$ cat config.mk
export PLATFORM = sky130hd
export DESIGN_NAME = nvram_store_with_checksum_unit
export DESIGN_NICKNAME = d
export VERILOG_FILES = /design/src/design/nvsc_pkg.sv /design/src/design/nvram_store_with_checksum_unit.sv /design/src/design/nvsc_mem.sv
export SDC_FILE = /design/constraint.sdc
export NUM_CORES = 2
export LEC_CHECK = 0
export BUFFER_PORTS_ARGS = -buffer_cell sky130_fd_sc_hd__buf_2
export CAP_MARGIN = 20
export CORE_MARGIN = 4
export CORE_UTILIZATION = 45
export DETAILED_ROUTE_END_ITERATION = 16
export SYNTH_ARGS = -nofsm -noshare
export SYNTH_HDL_FRONTEND = slang
export SYNTH_SLANG_ARGS = --single-unit
$ cat constraint.sdc
create_clock -name i_clk -period 18.5 [get_ports i_clk]
set_input_delay 2.775 -clock i_clk [delete_from_list [all_inputs] [get_ports i_clk]]
set_output_delay 2.775 -clock i_clk [all_outputs]
set_load 0.03 [all_outputs]
$ cat src/design/nvsc_pkg.sv
// shared constants, codes and types of the checksummed nonvolatile byte store
package nvsc_pkg;

    localparam int BYTE_W          = 8;
    localparam int WORD_W          = 16;
    localparam int CMD_W           = 2;
    localparam int CFG_IDX_W       = 2;
    localparam int IN_TDATA_W      = 24;
    localparam int OUT_TDATA_W     = 24;
    localparam int DEF_STORE_WORDS = 128;
    // an 8-bit byte address reaches 128 words at most
    localparam int MAX_MEM_WORDS   = 128;

    localparam logic [BYTE_W-1:0] SUM_SEED        = 8'hA5;
    localparam logic [BYTE_W-1:0] RST_CKS_OFF     = 8'h00;
    localparam logic [BYTE_W-1:0] RST_REV_OFF     = 8'h01;
    localparam logic [BYTE_W-1:0] RST_CUR_REV     = 8'h01;
    localparam logic [BYTE_W-1:0] RST_CHK_WORDS   = 8'h80;

    localparam logic [CFG_IDX_W-1:0] REG_CKS_OFF   = 2'd0;
    localparam logic [CFG_IDX_W-1:0] REG_REV_OFF   = 2'd1;
    localparam logic [CFG_IDX_W-1:0] REG_CUR_REV   = 2'd2;
    localparam logic [CFG_IDX_W-1:0] REG_CHK_WORDS = 2'd3;

    typedef enum logic [CMD_W-1:0] {
        CMD_WRITE = 2'd0,
        CMD_READ  = 2'd1,
        CMD_CHECK = 2'd2,
        CMD_SEAL  = 2'd3
    } t_cmd;

    function automatic logic [BYTE_W-1:0] rotl1(input logic [BYTE_W-1:0] v);
        return {v[BYTE_W-2:0], v[BYTE_W-1]};
    endfunction

endpackage

$ cat src/design/nvram_store_with_checksum_unit.sv
// top level: command sequencer and checksum walk around the word store
//
// Byte-addressed store of 16-bit big-endian words with check and seal commands.
// One word at a time: a byte read or write passes through a request and a use state
// before the result register loads, and a check or a seal walks n words, where
// n = min(checked_words, STORE_WORDS); the checksum walk reads one word per cycle
// through the single read port of the store. The input is ready again the cycle
// after the result register loads, and a result still waiting there holds the next
// one back. The store reads as zero after reset with no clearing pass.
// Configuration writes take effect at once.
module nvram_store_with_checksum_unit #(
    parameter int STORE_WORDS = nvsc_pkg::DEF_STORE_WORDS
) (
    input  logic                             i_clk,
    input  logic                             i_rst_n,
    input  logic                             i_s_axis_tvalid,
    output logic                             o_s_axis_tready,
    // command, byte_address, write_data
    input  logic [nvsc_pkg::IN_TDATA_W-1:0]  i_s_axis_tdata,
    output logic                             o_m_axis_tvalid,
    input  logic                             i_m_axis_tready,
    // read_data, contents_valid, computed_checksum
    output logic [nvsc_pkg::OUT_TDATA_W-1:0] o_m_axis_tdata,
    input  logic                             i_cfg_we,
    input  logic [nvsc_pkg::CFG_IDX_W-1:0]   i_cfg_idx,
    input  logic [nvsc_pkg::BYTE_W-1:0]      i_cfg_data
);
    import nvsc_pkg::*;

    localparam int MEM_WORDS = (STORE_WORDS < MAX_MEM_WORDS) ? STORE_WORDS : MAX_MEM_WORDS;
    localparam int AW        = (MEM_WORDS > 1) ? $clog2(MEM_WORDS) : 1;

    typedef enum logic [2:0] {
        S_IDLE,
        S_BREQ,
        S_BUSE,
        S_SUM,
        S_OUT
    } t_state;

    t_state              r_state;
    t_cmd                r_cmd;
    logic [BYTE_W-1:0]   r_cks_off;
    logic [BYTE_W-1:0]   r_rev_off;
    logic [BYTE_W-1:0]   r_cur_rev;
    logic [BYTE_W-1:0]   r_chk_words;
    logic [BYTE_W-1:0]   r_baddr;
    logic [BYTE_W-1:0]   r_wdata;
    logic                r_step;
    logic [BYTE_W-1:0]   r_lim;
    logic [BYTE_W-1:0]   r_idx;
    logic                r_pv;
    logic                r_pin;
    logic [BYTE_W-1:0]   r_pidx;
    logic [BYTE_W-1:0]   r_sum;
    logic                r_match;
    logic [BYTE_W-1:0]   r_rd;
    logic                r_valid;
    logic                r_ovalid;
    logic [OUT_TDATA_W-1:0] r_odata;

    logic                accept;
    t_cmd                in_cmd;
    logic [BYTE_W-1:0]   in_addr;
    logic [BYTE_W-1:0]   in_data;
    logic [BYTE_W-1:0]   chk_lim;
    logic                b_in;
    logic [BYTE_W-1:0]   b_byte;
    logic [BYTE_W-1:0]   wbyte;
    logic [WORD_W-1:0]   merged;
    logic                idx_in;
    logic                walk_more;
    logic [WORD_W-1:0]   p_word;
    logic [BYTE_W-1:0]   contrib;
    logic [BYTE_W-1:0]   sum_out;
    logic                mem_re;
    logic [AW-1:0]       mem_raddr;
    logic                mem_we;
    logic [WORD_W-1:0]   m_rdata;

    assign o_s_axis_tready = (r_state == S_IDLE);
    assign accept          = i_s_axis_tvalid && o_s_axis_tready;
    assign in_cmd          = t_cmd'(i_s_axis_tdata[CMD_W-1:0]);
    assign in_addr         = i_s_axis_tdata[CMD_W+BYTE_W-1:CMD_W];
    assign in_data         = i_s_axis_tdata[CMD_W+2*BYTE_W-1:CMD_W+BYTE_W];

    assign chk_lim = (int'(r_chk_words) > STORE_WORDS) ? BYTE_W'(STORE_WORDS) : r_chk_words;

    // byte access path
    assign b_in   = int'(r_baddr[BYTE_W-1:1]) < STORE_WORDS;
    assign b_byte = !b_in ? '0 : (r_baddr[0] ? m_rdata[BYTE_W-1:0] : m_rdata[WORD_W-1:BYTE_W]);

    always_comb begin
        case (r_cmd)
            CMD_SEAL: wbyte = r_step ? r_sum : r_cur_rev;
            default:  wbyte = r_wdata;
        endcase
    end

    assign merged = r_baddr[0] ? {m_rdata[WORD_W-1:BYTE_W], wbyte}
                               : {wbyte, m_rdata[BYTE_W-1:0]};
    assign mem_we = (r_state == S_BUSE) && b_in && ((r_cmd == CMD_WRITE) || (r_cmd == CMD_SEAL));

    // checksum walk
    assign idx_in    = int'(r_idx) < MEM_WORDS;
    assign walk_more = (r_idx != r_lim);
    assign p_word    = r_pin ? m_rdata : '0;

    always_comb begin
        if (r_pidx == {1'b0, r_cks_off[BYTE_W-1:1]}) begin
            contrib = r_cks_off[0] ? p_word[WORD_W-1:BYTE_W] : p_word[BYTE_W-1:0];
        end else begin
            contrib = p_word[WORD_W-1:BYTE_W] ^ p_word[BYTE_W-1:0];
        end
    end

    always_comb begin
        mem_re    = 1'b0;
        mem_raddr = r_baddr[AW:1];
        case (r_state)
            S_BREQ: begin
                mem_re = b_in;
            end
            S_SUM: begin
                mem_re    = walk_more && idx_in;
                mem_raddr = r_idx[AW-1:0];
            end
            default: begin
                mem_re = 1'b0;
            end
        endcase
    end

    assign sum_out = ((r_cmd == CMD_CHECK) || (r_cmd == CMD_SEAL)) ? r_sum : '0;

    nvsc_mem #(
        .DEPTH(MEM_WORDS),
        .AW   (AW)
    ) u_mem (
        .i_clk  (i_clk),
        .i_rst_n(i_rst_n),
        .i_re   (mem_re),
        .i_raddr(mem_raddr),
        .i_we   (mem_we),
        .i_waddr(r_baddr[AW:1]),
        .i_wdata(merged),
        .o_rdata(m_rdata)
    );

    always_ff @(posedge i_clk) begin
        if (!i_rst_n) begin
            r_cks_off   <= RST_CKS_OFF;
            r_rev_off   <= RST_REV_OFF;
            r_cur_rev   <= RST_CUR_REV;
            r_chk_words <= RST_CHK_WORDS;
        end else if (i_cfg_we) begin
            case (i_cfg_idx)
                REG_CKS_OFF:   r_cks_off   <= i_cfg_data;
                REG_REV_OFF:   r_rev_off   <= i_cfg_data;
                REG_CUR_REV:   r_cur_rev   <= i_cfg_data;
                REG_CHK_WORDS: r_chk_words <= i_cfg_data;
                default: ;
            endcase
        end
    end

    always_ff @(posedge i_clk) begin
        if (!i_rst_n) begin
            r_state  <= S_IDLE;
            r_ovalid <= 1'b0;
            r_pv     <= 1'b0;
        end else begin
            if (r_ovalid && i_m_axis_tready && (r_state != S_OUT)) begin
                r_ovalid <= 1'b0;
            end
            case (r_state)
                S_IDLE: begin
                    if (accept) begin
                        r_cmd   <= in_cmd;
                        r_wdata <= in_data;
                        r_step  <= 1'b0;
                        r_lim   <= chk_lim;
                        r_idx   <= '0;
                        r_pv    <= 1'b0;
                        r_sum   <= SUM_SEED;
                        r_rd    <= '0;
                        r_valid <= 1'b0;
                        r_match <= 1'b0;
                        case (in_cmd)
                            CMD_CHECK: begin
                                r_state <= S_SUM;
                            end
                            CMD_SEAL: begin
                                r_baddr <= r_rev_off;
                                r_state <= S_BREQ;
                            end
                            default: begin
                                r_baddr <= in_addr;
                                r_state <= S_BREQ;
                            end
                        endcase
                    end
                end
                S_BREQ: begin
                    r_state <= S_BUSE;
                end
                S_BUSE: begin
                    case (r_cmd)
                        CMD_READ: begin
                            r_rd    <= b_byte;
                            r_state <= S_OUT;
                        end
                        CMD_CHECK: begin
                            if (!r_step) begin
                                r_match <= (b_byte == r_sum);
                                r_step  <= 1'b1;
                                r_baddr <= r_rev_off;
                                r_state <= S_BREQ;
                            end else begin
                                r_valid <= r_match && (b_byte == r_cur_rev);
                                r_state <= S_OUT;
                            end
                        end
                        CMD_SEAL: begin
                            r_state <= r_step ? S_OUT : S_SUM;
                        end
                        default: begin
                            r_state <= S_OUT;
                        end
                    endcase
                end
                S_SUM: begin
                    r_pv   <= walk_more;
                    r_pin  <= idx_in;
                    r_pidx <= r_idx;
                    if (walk_more) begin
                        r_idx <= r_idx + 1'b1;
                    end
                    if (r_pv) begin
                        r_sum <= rotl1(r_sum ^ contrib);
                    end
                    if (!walk_more && !r_pv) begin
                        r_step  <= (r_cmd == CMD_SEAL);
                        r_baddr <= r_cks_off;
                        r_state <= S_BREQ;
                    end
                end
                S_OUT: begin
                    if (!r_ovalid || i_m_axis_tready) begin
                        r_ovalid <= 1'b1;
                        r_odata  <= {(OUT_TDATA_W-2*BYTE_W-1)'(0), sum_out, r_valid, r_rd};
                        r_state  <= S_IDLE;
                    end
                end
                default: begin
                    r_state <= S_IDLE;
                end
            endcase
        end
    end

    assign o_m_axis_tvalid = r_ovalid;
    assign o_m_axis_tdata  = r_odata;

`ifndef SYNTH
    a_accept_leaves_idle: assert property (@(posedge i_clk) disable iff (!i_rst_n)
        accept |=> (r_state != S_IDLE))
        else $error("accepted word did not start a command");

    a_walk_bound: assert property (@(posedge i_clk) disable iff (!i_rst_n)
        (r_state == S_SUM) |-> (r_idx <= r_lim))
        else $error("checksum walk ran past its limit");

    a_no_rw_overlap: assert property (@(posedge i_clk) disable iff (!i_rst_n)
        mem_we |-> !mem_re)
        else $error("store read and write in the same cycle");

    a_result_held: assert property (@(posedge i_clk) disable iff (!i_rst_n)
        ((r_state == S_OUT) && r_ovalid && !i_m_axis_tready) |=> (r_state == S_OUT))
        else $error("pending result word overwritten");
`endif

endmodule

$ cat src/design/nvsc_mem.sv
// word store: one write port, one registered read port, per-word valid bits cleared by reset
module nvsc_mem #(
    parameter int DEPTH = nvsc_pkg::MAX_MEM_WORDS,
    parameter int AW    = 7
) (
    input  logic                        i_clk,
    input  logic                        i_rst_n,
    input  logic                        i_re,
    input  logic [AW-1:0]               i_raddr,
    input  logic                        i_we,
    input  logic [AW-1:0]               i_waddr,
    input  logic [nvsc_pkg::WORD_W-1:0] i_wdata,
    output logic [nvsc_pkg::WORD_W-1:0] o_rdata
);
    import nvsc_pkg::*;

    logic [WORD_W-1:0] mem [DEPTH];
    logic [DEPTH-1:0]  r_vld;
    logic [WORD_W-1:0] r_rdata;
    logic              r_rvld;

    always_ff @(posedge i_clk) begin
        if (i_we) begin
            mem[i_waddr] <= i_wdata;
        end
        if (i_re) begin
            r_rdata <= mem[i_raddr];
            r_rvld  <= r_vld[i_raddr];
        end
    end

    always_ff @(posedge i_clk) begin
        if (!i_rst_n) begin
            r_vld <= '0;
        end else if (i_we) begin
            r_vld[i_waddr] <= 1'b1;
        end
    end

    // a word never written reads as zero
    assign o_rdata = r_rvld ? r_rdata : '0;

endmodule
==> reports/qor.txt <==
Status - finished, final reports clean
First-pass GRT wire length - 395 mm
Total Neg Setup Slack - 0 ns
Yosys top cell area share - 0.694
Die W - 462 um
Port bufs - 51
Netlist cell types - 72
Switching Share - 0.333
Storage cell area - 67700 um^2
CP max FO - 54
Starting Density - 0.453
Max VDD drop - 0.000139 V
CP startpoint kind - flop
Clock Sinks - 2309
GP Congestion - 0.878
Share of cells above drive strength 1 - 0.118
Fin nets - 6584
IO Pins - 65
Final WL - 278 mm
NetSw - 4.91 mW
WP data arrival - 7.49 ns
Routed vias/inst - 6.09
# hold bufs at CTS - 0
WL/cell - 29.5 um
CTS tree - yes
Initial antenna violation count - 19
Yosys reg bits - 2309
Final Hold Vio Count - 0
PwrDens - 141 nW/um^2
Clk slew on worst S/H paths - 0.06 ns
Int Power - 9.81 mW
Post-cts resize count - 0
Drc violations - 0
RSZ-0062 raised after global routing - no
Fmax - 145 MHz
Pre-CTS WS - 11.84 ns
Layout filler cell count - 17063
Fraction of registers with async set/reset - 0
Post-CTS Setup Bufs - 0
Die ar. - 214000 um^2
Vias post-DR - 57468
Final min period - 6.88 ns
Hold Crit Class - reg -> reg
Area contributors post-synth - edfxtp_1, mux2i_1, nand2_1
Seq/Total Area, Yosys - 0.729
Core Region - 205000 um^2
Worst Tran Pin Value - 1.23 ns
Syn avg cell area - 14.5 um^2
Synth Cell Area - 92800 um^2
H-tree depth - 4
Max-cap violations - 0
Clk pwr share - 0.304
Worst Skew - 0.0521 ns
Crit path kind - reg -> reg
Area delta synth->final - 12.4%
Placed inst area - 96900 um^2
Hpwl dp - 164 mm
Worst EP required - 19.11 ns
Largest net degree at the start of global routing - 136
Worst Setup Slack, final - 11.62 ns
Synth warn - 0
Overall power - 14.7 mW
Clk root buf - clkbuf_16
Sequential share of power - 0.439
Cell taking the most area after synthesis - edfxtp_1
Drt initial violations - 7227
# setup viols final - 0
Static Leakage - 35.4 nW
Logic pwr share - 0.258
Rows - 166
Slew Limit Headroom - 0.177
Post-synth EDFFs - 2144
Crit end category - flop
Clk_lat worst skew - 0.89 ns
CTS buffer count - 227
Synthesized instance count - 6406
First-pass detailed-route iteration total - 8
Max clock buf depth - 3
Multi-input logic area - 23000 um^2
Fin crit share - 0.372
Die H - 462 um
Vias in the first global route - 54155
Gr ovfl total - 0
Top_reg_cell synth - edfxtp_1
GRT Total Usage - 0.256
Finished Cell Area - 104000 um^2
Detail Route Antenna Nets - 0
Max-slew violation count - 0
-- cell type report --
| class | instances | area share |
|---|---|---|
| well taps | 2688 | 0.0323 |
| clock buffers | 327 | 0.0616 |
| clock inverters | 96 | 0.00725 |
| flip-flops and latches | 2309 | 0.649 |
| multi-input cells | 3557 | 0.221 |
| diodes | 6 | 0.000144 |
| inverters | 128 | 0.00461 |
| repair buffers | 318 | 0.0240 |
-- worst paths after layout --
| check | start | to | slack [ns] | cells after the start |
|---|---|---|---|---|
| hold / removal | r_rd[7] | o_m_axis_tdata[7] | 0.42 | 0 |
| setup / recovery | r_state[1] | u_mem.r_rdata[15] | 11.62 | 10 |
| hold reg to reg | r_rd[7] | o_m_axis_tdata[7] | 0.42 | 0 |
| setup reg to reg | r_state[1] | u_mem.r_rdata[15] | 11.62 | 10 |
-- per-layer routing --
layer  vias to the layer above  GRT usage  share of wire
met5                         -          0        0.00033
met4                        14      0.101          0.042
met3                       546     0.0517          0.098
met2                      2913      0.393           0.45
met1                     29262      0.360           0.41
li1                      24733          -              -
-- cells in the final DEF (no fill, tap or decap), drive strengths merged, types with 41 or more instances in the layout --
master / Yosys / final
a211oi: 282 / 282
nand3: 378 / 378
buf: 269 / 318
o21ai: 83 / 83
nand2: 1046 / 1046
dfxtp: 165 / 165
clkinv: 1 / 79
mux2i: 519 / 519
edfxtp: 2144 / 2144
inv: 127 / 133
nor2: 218 / 218
a32oi: 61 / 61
o21a: 131 / 131
a21oi: 126 / 126
a221oi: 46 / 46
nand4: 56 / 56
clkbuf: 149 / 327
mux4: 41 / 41
a31oi: 94 / 94
nor2b: 71 / 71
-- logic make-up (layout without fill, tap and decap cells) --
group                    count (synthesis)  after routing  synth area share
AO/OA/AOI/OAI                         1062           1062            0.0827
XOR/XNOR                                44             44           0.00415
adder cells (fa/ha/maj)                  4              4          0.000539
buffers and inverters                  546            869            0.0278
flip-flops                            2309           2309             0.729
multiplexers                           582            582            0.0686
other                                    1             13         0.0000404
AND/OR/NAND/NOR                       1858           1858            0.0867
-- critical path, cell delays in order, from the launching register on --
cell	delay, ns
dfxtp_1	0.72
nand3b_4	0.26
a21oi_4	0.69
buf_4	0.70
buf_4	0.70
buf_4	0.74
mux4_2	0.58
and2_0	0.15
o21ai_0	0.63
o2111ai_1	0.65
or4_1	0.68
-- cells in the mapped netlist (10+ instances only) --
cell       count
edfxtp_1    2144
nand2_1     1046
mux2i_1      519
nand3_1      378
a211oi_1     282
nor2_1       215
buf_2        173
dfxtp_1      165
clkbuf_1     149
o21a_1       131
inv_1        127
a21oi_1      124
a31oi_1       94
o21ai_0       82
nor2b_1       71
a32oi_1       61
nand4_1       56
buf_4         54
a221oi_1      45
mux4_2        41
a22oi_1       40
a311oi_1      35
o221ai_1      32
buf_1         27
o2111ai_1     25
mux2_2        22
xnor2_1       22
xor2_1        22
a2111oi_0     21
a21boi_0      17
o22ai_1       17
buf_6         15
nor4_1        15
or4_1         12
and2_1        10
nand2b_1      10
nor3_1        10
o2bb2ai_1     10
-- power by group through the flow --
| stage | clock, mW | combinational, mW | sequential (mW) |
|---|---|---|---|
| floorplan | 0 | 2.17 | 6.66 |
| global placement | 0 | 3.66 | 6.56 |
| detailed placement | 0 | 3.72 | 6.56 |
| CTS | 4.52 | 3.73 | 6.45 |
| global route | 4.75 | 3.97 | 6.46 |
| finish | 4.47 | 3.79 | 6.46 |
-- registers in the layout, indices dropped and copies added, names as in the netlist, 2 cells and up --
name and flops:
r_sum 8, r_cks_off 8, r_cmd 2, u_mem.r_rdata 16, o_m_axis_tdata 17, r_pidx 8
r_wdata 8, r_lim 8, r_chk_words 8, u_mem.mem 2048, r_baddr 8, r_idx 8
r_state 3, r_rd 8, u_mem.r_vld 128, r_rev_off 8, r_cur_rev 8
-- per-stage QoR --
step	std cells	utilization	hold slack, ns
final	9429	0.509	0.421
after global routing	9424	0.509	0.424
after CTS	9415	0.508	0.422
after detailed placement	8992	0.473	0.410
after global placement	8982	0.473	0.406
after floorplan	6412	-	0.400
Note: power is estimated with default switching activity, not from simulation.
